$ cat src/rtl/nrgp_pkg.sv
// shared types, character codes and helper functions for the nmea rmc/gsv line parser
package nrgp_pkg;

    localparam logic [7:0] CH_NL    = 8'h0A;
    localparam logic [7:0] CH_STAR  = 8'h2A;
    localparam logic [7:0] CH_COMMA = 8'h2C;
    localparam logic [7:0] CH_A     = 8'h41;

    localparam logic [11:0] YEAR_BASE = 12'd2000;

    localparam int TDATA_W = 56;
    localparam int TUSER_W = 1;

    // token numbers that carry a value
    localparam logic [3:0] TOK_TIME = 4'd1;
    localparam logic [3:0] TOK_FIX  = 4'd2;
    localparam logic [3:0] TOK_SATS = 4'd3;
    localparam logic [3:0] TOK_DATE = 4'd9;

    // bit positions in the closed-token flags
    localparam int FLG_TIME = 0;
    localparam int FLG_FIX  = 1;
    localparam int FLG_DATE = 2;
    localparam int FLG_SATS = 3;

    typedef struct packed {
        logic        status;
        logic [6:0]  hour;
        logic [6:0]  minute;
        logic [6:0]  second;
        logic [6:0]  day;
        logic [6:0]  month;
        logic [11:0] year;
        logic        fix;
        logic [7:0]  sats;
    } result_t;

    // handshake between the input register and the parse core
    typedef struct packed {
        logic       valid;
        logic [7:0] data;
    } in_word_t;

    // expected prefix character; gsv selects "$GPGSV," over "$GPRMC,"
    function automatic logic [7:0] prefix_char(input logic gsv, input logic [2:0] p);
        logic [7:0] ch;
        case (p)
            3'd0:    ch = 8'h24;
            3'd1:    ch = 8'h47;
            3'd2:    ch = 8'h50;
            3'd3:    ch = gsv ? 8'h47 : 8'h52;
            3'd4:    ch = gsv ? 8'h53 : 8'h4D;
            3'd5:    ch = gsv ? 8'h56 : 8'h43;
            3'd6:    ch = CH_COMMA;
            default: ch = 8'h00;
        endcase
        return ch;
    endfunction

    // {valid, nibble} of a hex digit in either case
    function automatic logic [4:0] hex_val(input logic [7:0] c);
        logic [4:0] r;
        if (c >= 8'h30 && c <= 8'h39)
            r = {1'b1, 4'(c - 8'h30)};
        else if (c >= 8'h41 && c <= 8'h46)
            r = {1'b1, 4'(c - 8'h37)};
        else if (c >= 8'h61 && c <= 8'h66)
            r = {1'b1, 4'(c - 8'h57)};
        else
            r = 5'd0;
        return r;
    endfunction

    // two bcd digits to binary
    function automatic logic [6:0] bcd_to_bin(input logic [7:0] b);
        logic [7:0] v;
        v = 8'({4'd0, b[7:4]} * 8'd10) + {4'd0, b[3:0]};
        return v[6:0];
    endfunction

endpackage

$ cat src/rtl/nmea_rmc_gsv_line_parser_unit.sv
// top level of the nmea rmc/gsv line parser
// Takes one ASCII character per word and gives one result word per newline. A
// character passes an input register, then the parse core updates prefix match,
// checksum and field capture; a newline commits the fields of an accepted line
// into the result register. One character per clock is sustained, but the input
// stalls only when a newline arrives while the result register still holds a
// word that has not been taken.
module nmea_rmc_gsv_line_parser_unit
(
    input  logic                         clk,
    input  logic                         rst_n,
    input  logic                         s_tvalid,
    output logic                         s_tready,
    input  logic [7:0]                   s_tdata,   // rx_byte
    output logic                         m_tvalid,
    input  logic                         m_tready,
    // hour_value, minute_value, second_value, day_value, month_value,
    // year_value, fix_valid, satellites_seen
    output logic [nrgp_pkg::TDATA_W-1:0] m_tdata,
    output logic [nrgp_pkg::TUSER_W-1:0] m_tuser    // status
);
    import nrgp_pkg::*;

    in_word_t word;
    result_t  res;
    logic     res_valid;
    logic     out_free;
    logic     advance;

    // a newline waits until the result register can take its word
    assign advance = word.valid && ((word.data != CH_NL) || out_free);

    nrgp_in_stage u_in
    (
        .clk      (clk),
        .rst_n    (rst_n),
        .s_tvalid (s_tvalid),
        .s_tready (s_tready),
        .s_tdata  (s_tdata),
        .advance  (advance),
        .word     (word)
    );

    nrgp_parse_core u_core
    (
        .clk       (clk),
        .rst_n     (rst_n),
        .step      (advance),
        .rx_byte   (word.data),
        .res_valid (res_valid),
        .res       (res)
    );

    nrgp_out_stage u_out
    (
        .clk      (clk),
        .rst_n    (rst_n),
        .load     (res_valid),
        .res      (res),
        .free     (out_free),
        .m_tvalid (m_tvalid),
        .m_tready (m_tready),
        .m_tdata  (m_tdata),
        .m_tuser  (m_tuser)
    );

endmodule

$ cat src/rtl/nrgp_in_stage.sv
// input register that holds one received word until the parse core takes it
module nrgp_in_stage
(
    input  logic              clk,
    input  logic              rst_n,
    input  logic              s_tvalid,
    output logic              s_tready,
    input  logic [7:0]        s_tdata,   // rx_byte
    input  logic              advance,
    output nrgp_pkg::in_word_t word
);
    import nrgp_pkg::*;

    logic       valid_reg;
    logic [7:0] data_reg;

    assign s_tready   = !valid_reg || advance;
    assign word.valid = valid_reg;
    assign word.data  = data_reg;

    always_ff @(posedge clk or negedge rst_n)
    begin
        if (!rst_n)
        begin
            valid_reg <= 1'b0;
        end
        else if (s_tready)
        begin
            valid_reg <= s_tvalid;
        end
    end

    always_ff @(posedge clk)
    begin
        if (s_tvalid && s_tready)
        begin
            data_reg <= s_tdata;
        end
    end

endmodule

$ cat src/rtl/nrgp_parse_core.sv
// per-character line state, checksum, field capture and commit on newline
module nrgp_parse_core
(
    input  logic              clk,
    input  logic              rst_n,
    input  logic              step,
    input  logic [7:0]        rx_byte,
    output logic              res_valid,
    output nrgp_pkg::result_t res
);
    import nrgp_pkg::*;

    typedef enum logic [1:0] {PH_BEFORE, PH_HI, PH_LO, PH_DONE} phase_t;

    logic [2:0]  pos_reg, pos_next;
    logic [1:0]  pfx_reg, pfx_next;          // bit 0 rmc, bit 1 gsv
    logic [3:0]  tok_reg, tok_next;
    logic [2:0]  cnt_reg, cnt_next;
    logic [7:0]  xor_reg, xor_next;
    phase_t      phase_reg, phase_next;
    logic        ck_ok_reg, ck_ok_next;
    logic [7:0]  rx_ck_reg, rx_ck_next;
    logic [23:0] tdig_reg, tdig_next;
    logic [6:0]  pday_reg, pday_next;
    logic [6:0]  pmon_reg, pmon_next;
    logic [6:0]  pyear_reg, pyear_next;
    logic        pfix_reg, pfix_next;
    logic [7:0]  psats_reg, psats_next;
    logic [3:0]  flags_reg, flags_next;
    logic        drun_reg, drun_next;
    logic        prun_reg, prun_next;
    logic [6:0]  hour_reg, hour_next;
    logic [6:0]  min_reg, min_next;
    logic [6:0]  sec_reg, sec_next;
    logic [6:0]  day_reg, day_next;
    logic [6:0]  mon_reg, mon_next;
    logic [6:0]  year_reg, year_next;
    logic        fix_reg, fix_next;
    logic [7:0]  sats_reg, sats_next;

    logic        is_nl;
    logic        dig;
    logic [3:0]  d;
    logic [4:0]  hv;
    logic [11:0] sats_wide;
    logic [6:0]  slot_mul;
    logic        pre, sum_ok, rmc_ok, gsv_ok;
    logic        status;

    assign is_nl = (rx_byte == CH_NL);
    assign dig   = (rx_byte >= 8'h30) && (rx_byte <= 8'h39);
    assign d     = dig ? rx_byte[3:0] : 4'd0;
    assign hv    = hex_val(rx_byte);

    assign pre    = (pos_reg == 3'd7);
    assign sum_ok = (phase_reg == PH_DONE) && ck_ok_reg && (rx_ck_reg == xor_reg);
    assign rmc_ok = pre && pfx_reg[0] && sum_ok;
    assign gsv_ok = pre && pfx_reg[1] && sum_ok;

    assign sats_wide = 12'({4'd0, psats_reg} * 12'd10) + {8'd0, d};

    always_comb
    begin
        // date slot picked by the character count
        case (cnt_reg[2:1])
            2'd0:    slot_mul = 7'(pday_reg * 7'd10);
            2'd1:    slot_mul = 7'(pmon_reg * 7'd10);
            default: slot_mul = 7'(pyear_reg * 7'd10);
        endcase
    end

    always_comb
    begin
        pos_next   = pos_reg;
        pfx_next   = pfx_reg;
        tok_next   = tok_reg;
        cnt_next   = cnt_reg;
        xor_next   = xor_reg;
        phase_next = phase_reg;
        ck_ok_next = ck_ok_reg;
        rx_ck_next = rx_ck_reg;
        tdig_next  = tdig_reg;
        pday_next  = pday_reg;
        pmon_next  = pmon_reg;
        pyear_next = pyear_reg;
        pfix_next  = pfix_reg;
        psats_next = psats_reg;
        flags_next = flags_reg;
        drun_next  = drun_reg;
        prun_next  = prun_reg;
        hour_next  = hour_reg;
        min_next   = min_reg;
        sec_next   = sec_reg;
        day_next   = day_reg;
        mon_next   = mon_reg;
        year_next  = year_reg;
        fix_next   = fix_reg;
        sats_next  = sats_reg;
        status     = 1'b0;

        if (is_nl)
        begin
            if (rmc_ok)
            begin
                if (flags_reg[FLG_TIME])
                begin
                    hour_next = bcd_to_bin(tdig_reg[23:16]);
                    min_next  = bcd_to_bin(tdig_reg[15:8]);
                    sec_next  = bcd_to_bin(tdig_reg[7:0]);
                end
                if (flags_reg[FLG_FIX])
                begin
                    fix_next = pfix_reg;
                end
                if (flags_reg[FLG_DATE])
                begin
                    day_next  = pday_reg;
                    mon_next  = pmon_reg;
                    year_next = pyear_reg;
                    status    = 1'b1;
                end
            end
            else if (gsv_ok && flags_reg[FLG_SATS])
            begin
                sats_next = psats_reg;
            end
            // start of a new line
            pos_next   = 3'd0;
            pfx_next   = 2'b11;
            tok_next   = 4'd0;
            cnt_next   = 3'd0;
            xor_next   = 8'd0;
            phase_next = PH_BEFORE;
            ck_ok_next = 1'b0;
            rx_ck_next = 8'd0;
            tdig_next  = 24'd0;
            pday_next  = 7'd0;
            pmon_next  = 7'd0;
            pyear_next = 7'd0;
            pfix_next  = 1'b0;
            psats_next = 8'd0;
            flags_next = 4'd0;
            drun_next  = 1'b1;
            prun_next  = 1'b0;
        end
        else
        begin
            if (!pre)
            begin
                if (rx_byte != prefix_char(1'b0, pos_reg)) pfx_next[0] = 1'b0;
                if (rx_byte != prefix_char(1'b1, pos_reg)) pfx_next[1] = 1'b0;
                pos_next = pos_reg + 3'd1;
            end

            // the leading '$' is outside the checksum
            if (pos_reg != 3'd0)
            begin
                case (phase_reg)
                    PH_BEFORE:
                    begin
                        if (rx_byte == CH_STAR)
                        begin
                            phase_next = PH_HI;
                            ck_ok_next = 1'b1;
                        end
                        else
                        begin
                            xor_next = xor_reg ^ rx_byte;
                        end
                    end
                    PH_HI:
                    begin
                        if (!hv[4]) ck_ok_next = 1'b0;
                        else        rx_ck_next = {hv[3:0], 4'd0};
                        phase_next = PH_LO;
                    end
                    PH_LO:
                    begin
                        if (!hv[4]) ck_ok_next = 1'b0;
                        else        rx_ck_next = rx_ck_reg | {4'd0, hv[3:0]};
                        phase_next = PH_DONE;
                    end
                    default:
                    begin
                        phase_next = phase_reg;
                    end
                endcase
            end

            if (rx_byte == CH_COMMA)
            begin
                case (tok_reg)
                    TOK_TIME: flags_next[FLG_TIME] = 1'b1;
                    TOK_FIX:  flags_next[FLG_FIX]  = 1'b1;
                    TOK_SATS: flags_next[FLG_SATS] = 1'b1;
                    TOK_DATE: flags_next[FLG_DATE] = 1'b1;
                    default:  flags_next = flags_reg;
                endcase
                if (tok_reg != 4'd15) tok_next = tok_reg + 4'd1;
                cnt_next  = 3'd0;
                drun_next = 1'b1;
                prun_next = 1'b0;
            end
            else
            begin
                case (tok_reg)
                    TOK_TIME:
                    begin
                        if (drun_reg && dig) tdig_next = {tdig_reg[19:0], d};
                        else                 drun_next = 1'b0;
                    end
                    TOK_FIX:
                    begin
                        if (cnt_reg == 3'd0) pfix_next = (rx_byte == CH_A);
                    end
                    TOK_SATS:
                    begin
                        if (drun_reg && dig)
                            psats_next = (sats_wide > 12'd255) ? 8'd255 : sats_wide[7:0];
                        else
                            drun_next = 1'b0;
                    end
                    TOK_DATE:
                    begin
                        if (cnt_reg < 3'd6)
                        begin
                            if (!cnt_reg[0])
                            begin
                                prun_next = dig;
                                case (cnt_reg[2:1])
                                    2'd0:    pday_next  = {3'd0, d};
                                    2'd1:    pmon_next  = {3'd0, d};
                                    default: pyear_next = {3'd0, d};
                                endcase
                            end
                            else if (prun_reg && dig)
                            begin
                                case (cnt_reg[2:1])
                                    2'd0:    pday_next  = slot_mul + {3'd0, d};
                                    2'd1:    pmon_next  = slot_mul + {3'd0, d};
                                    default: pyear_next = slot_mul + {3'd0, d};
                                endcase
                            end
                        end
                    end
                    default:
                    begin
                        drun_next = drun_reg;
                    end
                endcase
                if (cnt_reg != 3'd7) cnt_next = cnt_reg + 3'd1;
            end
        end
    end

    assign res_valid  = step && is_nl;
    assign res.status = status;
    assign res.hour   = hour_next;
    assign res.minute = min_next;
    assign res.second = sec_next;
    assign res.day    = day_next;
    assign res.month  = mon_next;
    assign res.year   = YEAR_BASE + {5'd0, year_next};
    assign res.fix    = fix_next;
    assign res.sats   = sats_next;

    always_ff @(posedge clk or negedge rst_n)
    begin
        if (!rst_n)
        begin
            pos_reg   <= 3'd0;
            pfx_reg   <= 2'b11;
            tok_reg   <= 4'd0;
            cnt_reg   <= 3'd0;
            xor_reg   <= 8'd0;
            phase_reg <= PH_BEFORE;
            ck_ok_reg <= 1'b0;
            rx_ck_reg <= 8'd0;
            tdig_reg  <= 24'd0;
            pday_reg  <= 7'd0;
            pmon_reg  <= 7'd0;
            pyear_reg <= 7'd0;
            pfix_reg  <= 1'b0;
            psats_reg <= 8'd0;
            flags_reg <= 4'd0;
            drun_reg  <= 1'b1;
            prun_reg  <= 1'b0;
            hour_reg  <= 7'd0;
            min_reg   <= 7'd0;
            sec_reg   <= 7'd0;
            day_reg   <= 7'd0;
            mon_reg   <= 7'd0;
            year_reg  <= 7'd0;
            fix_reg   <= 1'b0;
            sats_reg  <= 8'd0;
        end
        else if (step)
        begin
            pos_reg   <= pos_next;
            pfx_reg   <= pfx_next;
            tok_reg   <= tok_next;
            cnt_reg   <= cnt_next;
            xor_reg   <= xor_next;
            phase_reg <= phase_next;
            ck_ok_reg <= ck_ok_next;
            rx_ck_reg <= rx_ck_next;
            tdig_reg  <= tdig_next;
            pday_reg  <= pday_next;
            pmon_reg  <= pmon_next;
            pyear_reg <= pyear_next;
            pfix_reg  <= pfix_next;
            psats_reg <= psats_next;
            flags_reg <= flags_next;
            drun_reg  <= drun_next;
            prun_reg  <= prun_next;
            hour_reg  <= hour_next;
            min_reg   <= min_next;
            sec_reg   <= sec_next;
            day_reg   <= day_next;
            mon_reg   <= mon_next;
            year_reg  <= year_next;
            fix_reg   <= fix_next;
            sats_reg  <= sats_next;
        end
    end

    // a newline always leaves a clean line state
    a_nl_clears: assert property (@(posedge clk) disable iff (!rst_n)
        step && is_nl |=> pos_reg == 3'd0 && tok_reg == 4'd0 && flags_reg == 4'd0)
        else $error("line state not cleared after newline");

    // star in the checksum region opens the digit phase
    a_star_phase: assert property (@(posedge clk) disable iff (!rst_n)
        step && rx_byte == CH_STAR && pos_reg != 3'd0 && phase_reg == PH_BEFORE
        |=> phase_reg == PH_HI && ck_ok_reg)
        else $error("star did not start checksum digits");

    // a decoded date only comes from a line that matched the rmc prefix
    a_status_rmc: assert property (@(posedge clk) disable iff (!rst_n)
        res_valid && res.status |-> pre && pfx_reg[0] && flags_reg[FLG_DATE])
        else $error("status set without an rmc date token");

    // committed values move only on a newline
    a_commit_nl: assert property (@(posedge clk) disable iff (!rst_n)
        step && !is_nl |=> $stable(hour_reg) && $stable(day_reg) && $stable(sats_reg))
        else $error("committed value changed mid-line");

endmodule

$ cat src/rtl/nrgp_out_stage.sv
// result register toward the downstream side
module nrgp_out_stage
(
    input  logic              clk,
    input  logic              rst_n,
    input  logic              load,
    input  nrgp_pkg::result_t res,
    output logic              free,
    output logic              m_tvalid,
    input  logic              m_tready,
    output logic [nrgp_pkg::TDATA_W-1:0] m_tdata,
    output logic [nrgp_pkg::TUSER_W-1:0] m_tuser
);
    import nrgp_pkg::*;

    logic    valid_reg;
    result_t res_reg;

    assign free     = !valid_reg || m_tready;
    assign m_tvalid = valid_reg;
    assign m_tdata  = {res_reg.sats, res_reg.fix, res_reg.year, res_reg.month,
                       res_reg.day, res_reg.second, res_reg.minute, res_reg.hour};
    assign m_tuser  = res_reg.status;

    always_ff @(posedge clk or negedge rst_n)
    begin
        if (!rst_n)
        begin
            valid_reg <= 1'b0;
        end
        else if (free)
        begin
            valid_reg <= load;
        end
    end

    always_ff @(posedge clk)
    begin
        if (load && free)
        begin
            res_reg <= res;
        end
    end

endmodule
$ cat config.mk
export PLATFORM = sky130hd
export DESIGN_NAME = nmea_rmc_gsv_line_parser_unit
export DESIGN_NICKNAME = d
export VERILOG_FILES = /design/src/rtl/nrgp_pkg.sv /design/src/rtl/nmea_rmc_gsv_line_parser_unit.sv /design/src/rtl/nrgp_in_stage.sv /design/src/rtl/nrgp_parse_core.sv /design/src/rtl/nrgp_out_stage.sv
export SDC_FILE = /design/constraint.sdc
export NUM_CORES = 1
export LEC_CHECK = 0
export BUFFER_PORTS_ARGS = -buffer_cell sky130_fd_sc_hd__buf_2
export CORE_ASPECT_RATIO = 0.9
export CORE_MARGIN = 5
export CORE_UTILIZATION = 27
export DETAILED_ROUTE_END_ITERATION = 6
export PLACE_DENSITY_LB_ADDON = 0.3
export SLEW_MARGIN = 10
export SYNTH_ARGS = -nofsm -noshare
export SYNTH_HDL_FRONTEND = slang
export SYNTH_SLANG_ARGS = --single-unit
$ cat constraint.sdc
create_clock -name clk -period 4.9 [get_ports clk]
set_input_delay 0.98 -clock clk [delete_from_list [all_inputs] [get_ports clk]]
set_output_delay 0.98 -clock clk [all_outputs]
set_load 0.1 [all_outputs]
==> results.txt <==
The total length of routed wires came out at 25.74 mm. The path with the worst hold slack has its endpoint at u_core.min_reg[3]. The total via count in the routed design came out at 7557. The placer congestion estimate is 0.8286. The count of cells along the worst hold path is 2. The worst slew margin relative to its limit is 38.34%. The net count reported at finish came out at 1194. Setup repair after global routing left no endpoint under its margin. The total clock sinks came out at 207. Relative to the synthesized area, the layout overhead comes to 15.91%. The minimum clock period after layout came out at 4.106 ns. After floorplanning, the core was sized to cover 0.04038 sq mm. The post-CTS setup repair buffer count came out at 0. Derived from the worst setup path, the maximum achievable clock frequency is 0.2435 GHz.

The worst setup path is captured at a flop. The final cell area excluding filler cells came out at 0.01271 sq mm. Port buffering added 70 buffers.

The clock insertion delay at the later pin of the skew report is 0.53 ns. After synthesis the cells add up to 0.01096 sq mm. The number of global-route vias before repair came to 7637. Walking the worst path, the cells encountered are inv_1, ha_1, nand3b_1, or3_4, o21a_1, nand2_1, clkinv_2, buf_4.

The number of failing hold endpoints at the final stage is 0. The number of primary I/O pins is 71. The post-place instance area came out at 0.01190 sq mm. The DRC violations left is 0.

The leftover overflow at the end of global routing is 0. The all-layer global routing usage is 11.29%. The number of standard-cell rows in the floorplan is 70. The number of maximum-capacitance constraint violations came out at 0.

The largest incremental delay on the critical path is 0.79 ns. The final worst-path setup slack is 0.7936 ns. Hold repair after CTS inserted 0 buffers.

The slack of the worst reg-to-reg path is 0.79 ns. The depth of the critical timing path with buffers and inverters included came out at 8. The fraction of synthesis flops using an asynchronous set or reset pin is 69.57%. The routed via count divided by cell count is 4.552. The startpoint identified for the worst hold timing path is u_core.min_reg[3]. On the critical path the largest part of the delay comes from buffers and inverters. 0 antenna diodes ended up in the layout. The top fanout value on the critical path is 46. The number of warnings printed during yosys synthesis came out at 0.

The wire-length estimate of the detail-placed layout is 18.18 mm. The transition time at the pin with the least slew margin came out at 0.9249 ns. The cell count after synthesis is 1037.

The worst register-to-register path ends at u_out.m_tdata[12]. The element type at the critical path start is a flop. The floorplan step defined a die boundary enclosing 0.04474 sq mm. The die extent in y is 201.2 um. Synthesis instantiated 70 different standard cells from the library. CTS built an H-tree with a depth of 1. The standby leakage power came out at 5.575 nW. The register clock-pin slew on the reported worst setup and hold paths is 0.06 ns. The DRC violation total after the first TritonRoute iteration came out at 594. The part of the cycle the worst path needs came out at 83.80%.

By area the synthesized netlist is led by dfrtp_1 32%, edfxtp_1 17%, ha_1 8.0%, nand2_1 6.7%, mux2_2 5.6%. The critical path is of the flop to flop type. The number of cells on the worst reg-to-reg path is 8. The total negative slack for setup checks came out at 0 ns.

The count of nets left with antenna violations after detail routing came out at 0. For this run, the leading register cell type out of synthesis is dfrtp_1. The maximum number of pins on one net before global-route repair is 94. The total nets after synthesis is 1129. On the critical path, the stage with the largest delay is an instance of o21a_1.

The count of instances resized after the clock tree is built is 0. The required time reported for the critical path endpoint is 5.05 ns. Power spread over the standard cell area amounts to 373.6 mW/mm^2. The final count of negative-setup-slack endpoints came out at 0. The register area share after synthesis came out at 50.15%. By count the netlist is led by 196 x nand2_1, 141 x dfrtp_1, 85 x o21ai_0.

The starting utilization of the core area is 27.16%. Measured on the finished design, the core utilization comes to 31.48%. The flow ran to the end, and the final reports show no timing, DRC or antenna violations. Yosys mapped a number of flops with a built-in enable equal to 63. The post-placement worst setup slack came out at 0.7730 ns. The detailed-router iteration count before antenna repair is 4. Summed over its instances, the top area cell type makes up 32.18% of the synthesized netlist area. The flip-flop count of the largest register after layout came out at 54. The worst clock skew is 0.01248 ns. The critical path arrival is 4.25 ns.

In this run the critical register-to-register path is launched from u_in.data_reg[0]. The cell accounting for the most synthesized area is dfrtp_1. The count of state elements after synthesis is 207. The mean area per synthesized cell came out at 10.57 sq um. The maximum number of buffers from clock root to sink is 3. The post-route netlist has 17.23% of its cells at a drive strength greater than 1.

The number of max-slew violations in the final report is 0. The initial antenna violation count came out at 0. The worst hold path belongs to the class flop to flop.

The horizontal die dimension is 222.4 um. The peak ir drop on the vdd network is 0.1851 mV. Clock tree synthesis selected as its root buffer the cell clkbuf_16. Clock tree synthesis inserted a total of 24 buffers. The worst path buffer plus inverter count is 3. The post-detailed-route wirelength per cell came out at 15.51 um.

The first-pass GRT wire length is 41.73 mm. By instance count, the leading cell after synthesis is nand2_1. TritonCTS built the clock tree.
==> power breakdown <==
group | leakage [nW] | switching [W] | internal (W)
Sequential | 2.50 | 0.000179 | 0.00190
Clock | 0.396 | 0.000726 | 0.00110
Combinational | 2.68 | 0.000481 | 0.000364
Total | 5.57 | 0.00139 | 0.00336
==> cell usage in the layout (no fill, tap or decap), types with 8 or more instances in the layout <==
cell type  synthesis  layout
nor3_1             9       9
a21oi_1           33      33
nand3_1            9       9
ha_1              70      70
dfrtp_1          141     141
mux2i_1            9       9
a31oi_1           14      14
nand2_1          196     196
fa_1              10      10
buf_2             12      69
o31ai_1           10      10
a22o_1             8       8
clkbuf_16          0      25
xor2_1            38      38
inv_1             43      43
edfxtp_1          63      63
xnor2_1           28      28
mux2_2            55      55
buf_4              2      11
nor2_1            61      61
a21o_1            10      10
nor2b_1            8       8
o21ai_0           85      85
==> worst max-delay path by stage <==
stage,start,end
floorplan,m_tready,u_out.m_tdata[0]
global placement,u_in.data_reg[0],u_out.m_tdata[11]
detailed placement,u_in.data_reg[0],u_out.m_tdata[11]
CTS,u_in.data_reg[0],u_out.m_tdata[12]
global route,u_in.data_reg[0],u_out.m_tdata[3]
finish,u_in.data_reg[0],u_out.m_tdata[12]
==> metrics by stage <==
stage	std cells	total power, W	hold WS, ns
floorplan	1037	0.002720	0.4497
finish	1660	0.004748	0.4776
global route	1660	0.004998	0.5109
CTS	1660	0.004807	0.4838
detailed placement	1616	0.002950	0.4706
global placement	1616	0.002951	0.4624
==> cells by family (layout without fill, tap and decap cells) <==
kind of cell | after synthesis | count (layout) | synth area share (%)
compound gates | 200 | 200 | 11.32
mux | 66 | 66 | 6.710
buf+inv | 87 | 170 | 3.184
simple gates | 328 | 328 | 13.27
fa+ha+maj | 83 | 83 | 10.09
flops | 207 | 207 | 50.15
xor+xnor | 66 | 66 | 5.272
==> tightest hold or removal path, cell delays in order (launching register included) <==
cell and delay (ns):
dfrtp_1 0.34, nand2_1 0.04, o21ai_0 0.06
==> layer usage <==
metal / track usage (%) / vias to the layer above / routed length [um]
met1: 16.97 / 3633 / 13090
li1: - / 3732 / -
met4: 2.450 / 0 / 425
met2: 16.92 / 165 / 10920
met5: 0 / - / 0
met3: 2.203 / 27 / 1303
==> final cells by class <==
class                           instances  area (sq um)
Clock buffer                           35         703.2
Timing Repair Buffer                   81         439.2
Fill cell                            4139         27670
Inverter                               45         170.2
Multi-Input combinational cell        743          5120
Sequential cell                       207          5499
Clock inverter                          9         101.3
Tap cell                              540         675.6
(Power assumes the default switching activity.)
